`config.mk`:
```
export PLATFORM = sky130hd
export DESIGN_NAME = srsu_ctrl
export DESIGN_NICKNAME = d
export VERILOG_FILES = /design/src/design/srsu_pkg.sv /design/src/design/srsu_ctrl.sv
export SDC_FILE = /design/constraint.sdc
export NUM_CORES = 1
export LEC_CHECK = 0
export ABC_AREA = 1
export ABC_CLOCK_PERIOD_IN_PS = 1400
export BUFFER_PORTS_ARGS = -buffer_cell sky130_fd_sc_hd__buf_2
export CAP_MARGIN = 10
export CELL_PAD_IN_SITES_DETAIL_PLACEMENT = 0
export CELL_PAD_IN_SITES_GLOBAL_PLACEMENT = 1
export CORE_UTILIZATION = 26
export DETAILED_ROUTE_END_ITERATION = 10
export HOLD_SLACK_MARGIN = 0.12
export PLACE_DENSITY = 0.82
export SETUP_SLACK_MARGIN = 0.5
export SLEW_MARGIN = 20
export SYNTH_ARGS = -nofsm -noshare
export SYNTH_HDL_FRONTEND = slang
export SYNTH_SLANG_ARGS = --single-unit
```
`constraint.sdc`:
```
create_clock -name clk -period 1.4 [get_ports clk]
set_input_delay 0.42 -clock clk [delete_from_list [all_inputs] [get_ports clk]]
set_output_delay 0.42 -clock clk [all_outputs]
set_load 0.01 [all_outputs]
```
`src/design/srsu_pkg.sv`:
```
package srsu_pkg;

  // Operation codes carried in the input tuser.
  localparam logic [1:0] OP_ADD    = 2'd0;
  localparam logic [1:0] OP_QUERY  = 2'd1;
  localparam logic [1:0] OP_OFFSET = 2'd2;

  // Initial left and top bounding box edges.
  localparam logic signed [15:0] EDGE_INIT_LT = 16'sd1000;

  localparam logic [15:0] LEN_LIMIT = 16'hFFFF;

  // Write source select for the span table.
  localparam logic [1:0] WR_APPEND = 2'd0;
  localparam logic [1:0] WR_MOVE   = 2'd1;
  localparam logic [1:0] WR_BACK   = 2'd2;
  localparam logic [1:0] WR_SHIFT  = 2'd3;

  typedef struct packed {
    logic [15:0] x;
    logic [15:0] y;
    logic [15:0] len;
  } entry_t;

  typedef struct packed {
    logic        hit;
    logic [15:0] x;
    logic [15:0] len;
  } merge_t;

  typedef struct packed {
    logic       latch_in;
    logic       box_add;
    logic       box_ofs;
    logic       idx_inc;
    logic       mem_rd;
    logic       rd_last;
    logic       wr_en;
    logic [1:0] wr_sel;
    logic       cur_new;
    logic       cur_fold;
    logic       cnt_inc;
    logic       cnt_dec;
    logic       inside_set;
    logic       drop_set;
    logic       out_load;
  } cmd_t;

  typedef struct packed {
    logic [1:0] op;
    logic       idx_end;
    logic       not_last;
    logic       full;
    logic       box_ok;
    logic       hit_new;
    logic       hit_fold;
    logic       hit_query;
    logic       out_free;
  } stat_t;

  // Widen stored span [sx, sx+sl) by [nx, nx+nl) when they overlap or touch and the new span reaches past an end.
  function automatic merge_t span_merge(input logic [15:0] sx, input logic [15:0] sl,
                                        input logic [15:0] nx, input logic [15:0] nl);
    logic signed [17:0] s_l;
    logic signed [17:0] s_r;
    logic signed [17:0] n_l;
    logic signed [17:0] n_r;
    logic signed [17:0] lo;
    logic signed [17:0] hi;
    logic signed [18:0] len;
    merge_t m;
    s_l = {{2{sx[15]}}, sx};
    s_r = s_l + {2'b00, sl};
    n_l = {{2{nx[15]}}, nx};
    n_r = n_l + {2'b00, nl};
    lo = s_l;
    hi = s_r;
    m.hit = 1'b0;
    if (n_l < s_l && n_r >= s_l) begin
      lo = n_l;
      m.hit = 1'b1;
    end
    if (n_l <= s_r && n_r > s_r) begin
      hi = n_r;
      m.hit = 1'b1;
    end
    len = {hi[17], hi} - {lo[17], lo};
    m.x = lo[15:0];
    m.len = (len > 19'sd65535) ? LEN_LIMIT : len[15:0];
    return m;
  endfunction

endpackage

```
`src/design/srsu_ctrl.sv`:
```
module srsu_ctrl (
  input  logic           clk,
  input  logic           rst_n,
  input  logic           in_tvalid,
  output logic           in_tready,
  input  srsu_pkg::stat_t st,
  output srsu_pkg::cmd_t  cmd
);

  localparam logic [3:0] S_IDLE  = 4'd0;
  localparam logic [3:0] S_DISP  = 4'd1;
  localparam logic [3:0] S_A_RD  = 4'd2;
  localparam logic [3:0] S_A_EV  = 4'd3;
  localparam logic [3:0] S_A_APP = 4'd4;
  localparam logic [3:0] S_F_RD  = 4'd5;
  localparam logic [3:0] S_F_EV  = 4'd6;
  localparam logic [3:0] S_F_LRD = 4'd7;
  localparam logic [3:0] S_F_MV  = 4'd8;
  localparam logic [3:0] S_F_WB  = 4'd9;
  localparam logic [3:0] S_Q_RD  = 4'd10;
  localparam logic [3:0] S_Q_EV  = 4'd11;
  localparam logic [3:0] S_O_RD  = 4'd12;
  localparam logic [3:0] S_O_EV  = 4'd13;
  localparam logic [3:0] S_FIN   = 4'd14;

  logic [3:0] state_r;
  logic [3:0] state_nxt;

  assign in_tready = (state_r == S_IDLE);

  always_comb begin
    state_nxt = state_r;
    cmd = '0;
    unique case (state_r)
      S_IDLE: begin
        if (in_tvalid) begin
          cmd.latch_in = 1'b1;
          state_nxt = S_DISP;
        end
      end
      S_DISP: begin
        priority if (st.op == srsu_pkg::OP_ADD) begin
          cmd.box_add = 1'b1;
          state_nxt = S_A_RD;
        end else if (st.op == srsu_pkg::OP_QUERY) begin
          state_nxt = st.box_ok ? S_Q_RD : S_FIN;
        end else if (st.op == srsu_pkg::OP_OFFSET) begin
          cmd.box_ofs = 1'b1;
          state_nxt = S_O_RD;
        end else begin
          state_nxt = S_FIN;
        end
      end
      S_A_RD: begin
        if (st.idx_end) begin
          state_nxt = S_A_APP;
        end else begin
          cmd.mem_rd = 1'b1;
          state_nxt = S_A_EV;
        end
      end
      S_A_EV: begin
        cmd.idx_inc = 1'b1;
        if (st.hit_new) begin
          cmd.cur_new = 1'b1;
          state_nxt = S_F_RD;
        end else begin
          state_nxt = S_A_RD;
        end
      end
      S_A_APP: begin
        if (st.full) begin
          cmd.drop_set = 1'b1;
        end else begin
          cmd.wr_en = 1'b1;
          cmd.wr_sel = srsu_pkg::WR_APPEND;
          cmd.cnt_inc = 1'b1;
        end
        state_nxt = S_FIN;
      end
      S_F_RD: begin
        if (st.idx_end) begin
          state_nxt = S_F_WB;
        end else begin
          cmd.mem_rd = 1'b1;
          state_nxt = S_F_EV;
        end
      end
      S_F_EV: begin
        if (st.hit_fold) begin
          cmd.cur_fold = 1'b1;
          if (st.not_last) begin
            state_nxt = S_F_LRD;
          end else begin
            cmd.cnt_dec = 1'b1;
            state_nxt = S_F_RD;
          end
        end else begin
          cmd.idx_inc = 1'b1;
          state_nxt = S_F_RD;
        end
      end
      S_F_LRD: begin
        cmd.mem_rd = 1'b1;
        cmd.rd_last = 1'b1;
        state_nxt = S_F_MV;
      end
      S_F_MV: begin
        cmd.wr_en = 1'b1;
        cmd.wr_sel = srsu_pkg::WR_MOVE;
        cmd.cnt_dec = 1'b1;
        state_nxt = S_F_RD;
      end
      S_F_WB: begin
        cmd.wr_en = 1'b1;
        cmd.wr_sel = srsu_pkg::WR_BACK;
        state_nxt = S_FIN;
      end
      S_Q_RD: begin
        if (st.idx_end) begin
          state_nxt = S_FIN;
        end else begin
          cmd.mem_rd = 1'b1;
          state_nxt = S_Q_EV;
        end
      end
      S_Q_EV: begin
        cmd.idx_inc = 1'b1;
        if (st.hit_query) begin
          cmd.inside_set = 1'b1;
          state_nxt = S_FIN;
        end else begin
          state_nxt = S_Q_RD;
        end
      end
      S_O_RD: begin
        if (st.idx_end) begin
          state_nxt = S_FIN;
        end else begin
          cmd.mem_rd = 1'b1;
          state_nxt = S_O_EV;
        end
      end
      S_O_EV: begin
        cmd.wr_en = 1'b1;
        cmd.wr_sel = srsu_pkg::WR_SHIFT;
        cmd.idx_inc = 1'b1;
        state_nxt = S_O_RD;
      end
      S_FIN: begin
        if (st.out_free) begin
          cmd.out_load = 1'b1;
          state_nxt = S_IDLE;
        end
      end
      default: begin
        state_nxt = S_IDLE;
      end
    endcase
  end

  always_ff @(posedge clk) begin
    if (!rst_n) begin
      state_r <= S_IDLE;
    end else begin
      state_r <= state_nxt;
    end
  end

endmodule

```
==> results_dict.tcl <==
set metrics [dict create \
    outcome "finished with violations" \
    failed_checks "negative setup slack" \
    p_sw_w 0.000942 \
    yosysMostFrequentCell "nand2_1" \
    setup_viol 18 \
    multi_input_comb_area_um2 552 \
    tightestPinTransition_ns 0.236 \
    syn_inst 114 \
    hold_buffers 0 \
    postLayoutCellArea_um2 1270 \
    r2r_end "state_r[0]" \
    power.internal_w 0.000966 \
    syn_nets 127 \
    synthTopCellsByCount "nand2_1 (32), inv_1 (25), nor2_1 (22)" \
    h-tree-depth 1 \
    path_clk_slew_ns 0.04 \
    synth_top_cell_by_area "nand2_1" \
    synth.top_cell.area_share 0.213 \
    cp_slowest_cell "dfxtp_4" \
    max-cap-violations 0 \
    hp-start "rst_n" \
    layout-drive-gt1-share 0.634 \
    netlist_area_um2 564 \
    timing.final.ws_setup_ns -0.298 \
    startpoint "state_r[3]" \
    grt_pass1_wl_um 3570 \
    fp.dieW_um 48.6 \
    reg2reg_slack_ns -0.21 \
    area_growth_pct 125 \
    maxSlewViolCount 0 \
    first_iter_violations 36 \
    wire_per_inst_um 11.4 \
    drc_errors 0 \
    worstPathCellList "inv_4, nor2_4, nand2_1, nand2_2, nand3_2, o2111ai_2, buf_2" \
    totalWireLength_um 2440 \
    avgSynthCellArea_um2 4.95 \
    switching_share 0.494 \
    finalNetCount 201 \
    initial_core_util 0.282 \
    nFillCells 183 \
    grt_use_total 0.192 \
    seq_area_um2 95.1 \
    gp_congestion 0.888 \
    min_period_ns 1.70 \
    ios 30 \
    vias 997 \
    finalPower_w 0.00191 \
    end_kind "primary output" \
    root_buffer "clkbuf_4" \
    cts_sinks 4 \
    r2r_cells 11 \
    numCtsBuffers 3 \
    die-area_um2 2360 \
    powerDensity_nw_per_um2 1500 \
    finalHoldViolCount 0 \
    firstDrtPassIters 4 \
    cp.arrival_ns 1.28 \
    rows 16 \
    top_regs "state_r: 4 flops" \
    startpoint_type "flop" \
    seqPwrFrac 0.168 \
    power_frac_clock 0.072 \
    clock_tree.buffer_depth 2 \
    grt_max_degree 8 \
    ir_drop_uv 839 \
    hp-class "in2reg" \
    reg2reg_from "state_r[1]" \
    synth_flop_cell "dfxtp_1" \
    max_stage_delay_ns 0.41 \
    hold_slack_ns 0.419 \
    synth.ff_latch_count 4 \
    max-slew-margin-rel 0.842 \
    period_share 1.21 \
    antennaDiodeCount 0 \
    synth_edf_count 0 \
    leakage_nw 0.752 \
    top_register "state_r" \
    critPathMaxFanout 6 \
    setup.worst_path.end "cmd[11]" \
    insertion_delay_ns 0.23 \
    rsz0062_at_grt "yes" \
    placed_area_um2 981 \
    drtAntennaViolNets 0 \
    core-area_um2 2000 \
    vias_per_cell 4.68 \
    synthTopCellsByArea "nand2_1 (21%), inv_1 (17%), nor2_1 (15%)" \
    overflow 0 \
    io_buffers 29 \
    yosysSeqAreaShare 0.142 \
    ys_warn_count 0 \
    combPwrFrac 0.759 \
    fp.dieH_um 48.6 \
    path_class "reg2out" \
    fin_worst_skew_ns 0.00803 \
    max_freq_mhz 589 \
    synthArstFlopShare 0 \
    cts_tree "yes" \
    dp_hpwl_um 1740 \
    largest_reg_flops 4 \
    grt_pass1_vias 869 \
    cp.required_ns 0.98 \
    antenna_found_initial 0 \
    yosysUniqueCellTypes 19 \
]
## layer usage
metal / vias to the layer above / track usage / routed length (um)
met5: - / 0 / 0
met4: 0 / 0.0686 / 51
met3: 8 / 0.0377 / 159
met2: 51 / 0.366 / 1240
met1: 427 / 0.208 / 981
li1: 511 / - / -
## worst min path at each step
stage	end	depth (start not counted)
after global placement	state_r[3]	2
final	state_r[1]	3
after detailed placement	state_r[3]	2
after floorplan	state_r[1]	2
after CTS	state_r[1]	3
after global routing	state_r[1]	3
## metrics by stage
step	setup slack, ns	std cells	util	setup TNS [ns]
5_1_grt	-0.360	213	0.634	-4.98
3_5_place_dp	-0.117	193	0.490	-0.570
3_3_place_gp	-0.137	193	0.490	-0.756
2_1_floorplan	0.0864	114	-	0
6_report	-0.298	213	0.634	-3.71
4_1_cts	-0.274	205	0.564	-3.68
## final cells by class
class / count / share of cell area
Multi-Input combinational cell: 85 / 0.435
Sequential cell: 4 / 0.0750
Clock buffer: 3 / 0.0178
Tap cell: 27 / 0.0266
Inverter: 25 / 0.0819
Timing Repair Buffer: 69 / 0.364
## timing repair
action | 4_1_cts | 5_1_grt
setup endpoints to repair | 21 | 21
resized for setup | 18 | 20
hold endpoints to repair | 0 | 0
pin swaps | 4 | 14
cloned | 0 | 0
setup buffers | 9 | 8
## cells in the final DEF (no fill, tap or decap), types with 2 or more instances in the layout
master / netlist / layout
nor2_2: 0 / 2
nand2_1: 32 / 23
nand3_1: 15 / 11
buf_6: 0 / 3
buf_4: 0 / 39
o21ai_2: 1 / 2
nor2_4: 1 / 10
clkbuf_4: 0 / 3
dfxtp_4: 0 / 4
nand2_2: 1 / 8
nor2_1: 22 / 11
inv_1: 25 / 17
buf_2: 0 / 27
nand2_4: 0 / 2
nor3_2: 1 / 2
nand3_2: 0 / 4
inv_2: 0 / 5
inv_4: 0 / 2
## critical path, delay by kind of cell, from the launching register on
family	cells	cell delay (ns)
buffers and inverters	2	0.22
and+or+nand+nor	4	0.36
AOI/OAI and AO/OA	1	0.07
DFF	1	0.41
## cell families (layout without fill, tap and decap cells)
group           Yosys count  in the layout  share of synthesized area
simple gates             75             75                      0.572
buf+inv                  25             97                      0.166
compound gates           10             10                      0.120
flops                     4              4                      0.142
## power by group through the flow
stage / combinational (W) / clock [W] / sequential [W]
finish: 0.00145 / 0.000137 / 0.000321
global route: 0.00156 / 0.000146 / 0.000329
CTS: 0.00124 / 0.000137 / 0.000289
detailed placement: 0.00110 / 0 / 0.000268
global placement: 0.00110 / 0 / 0.000265
floorplan: 0.000627 / 0 / 0.000250
Power figures use the tool's default switching activity.
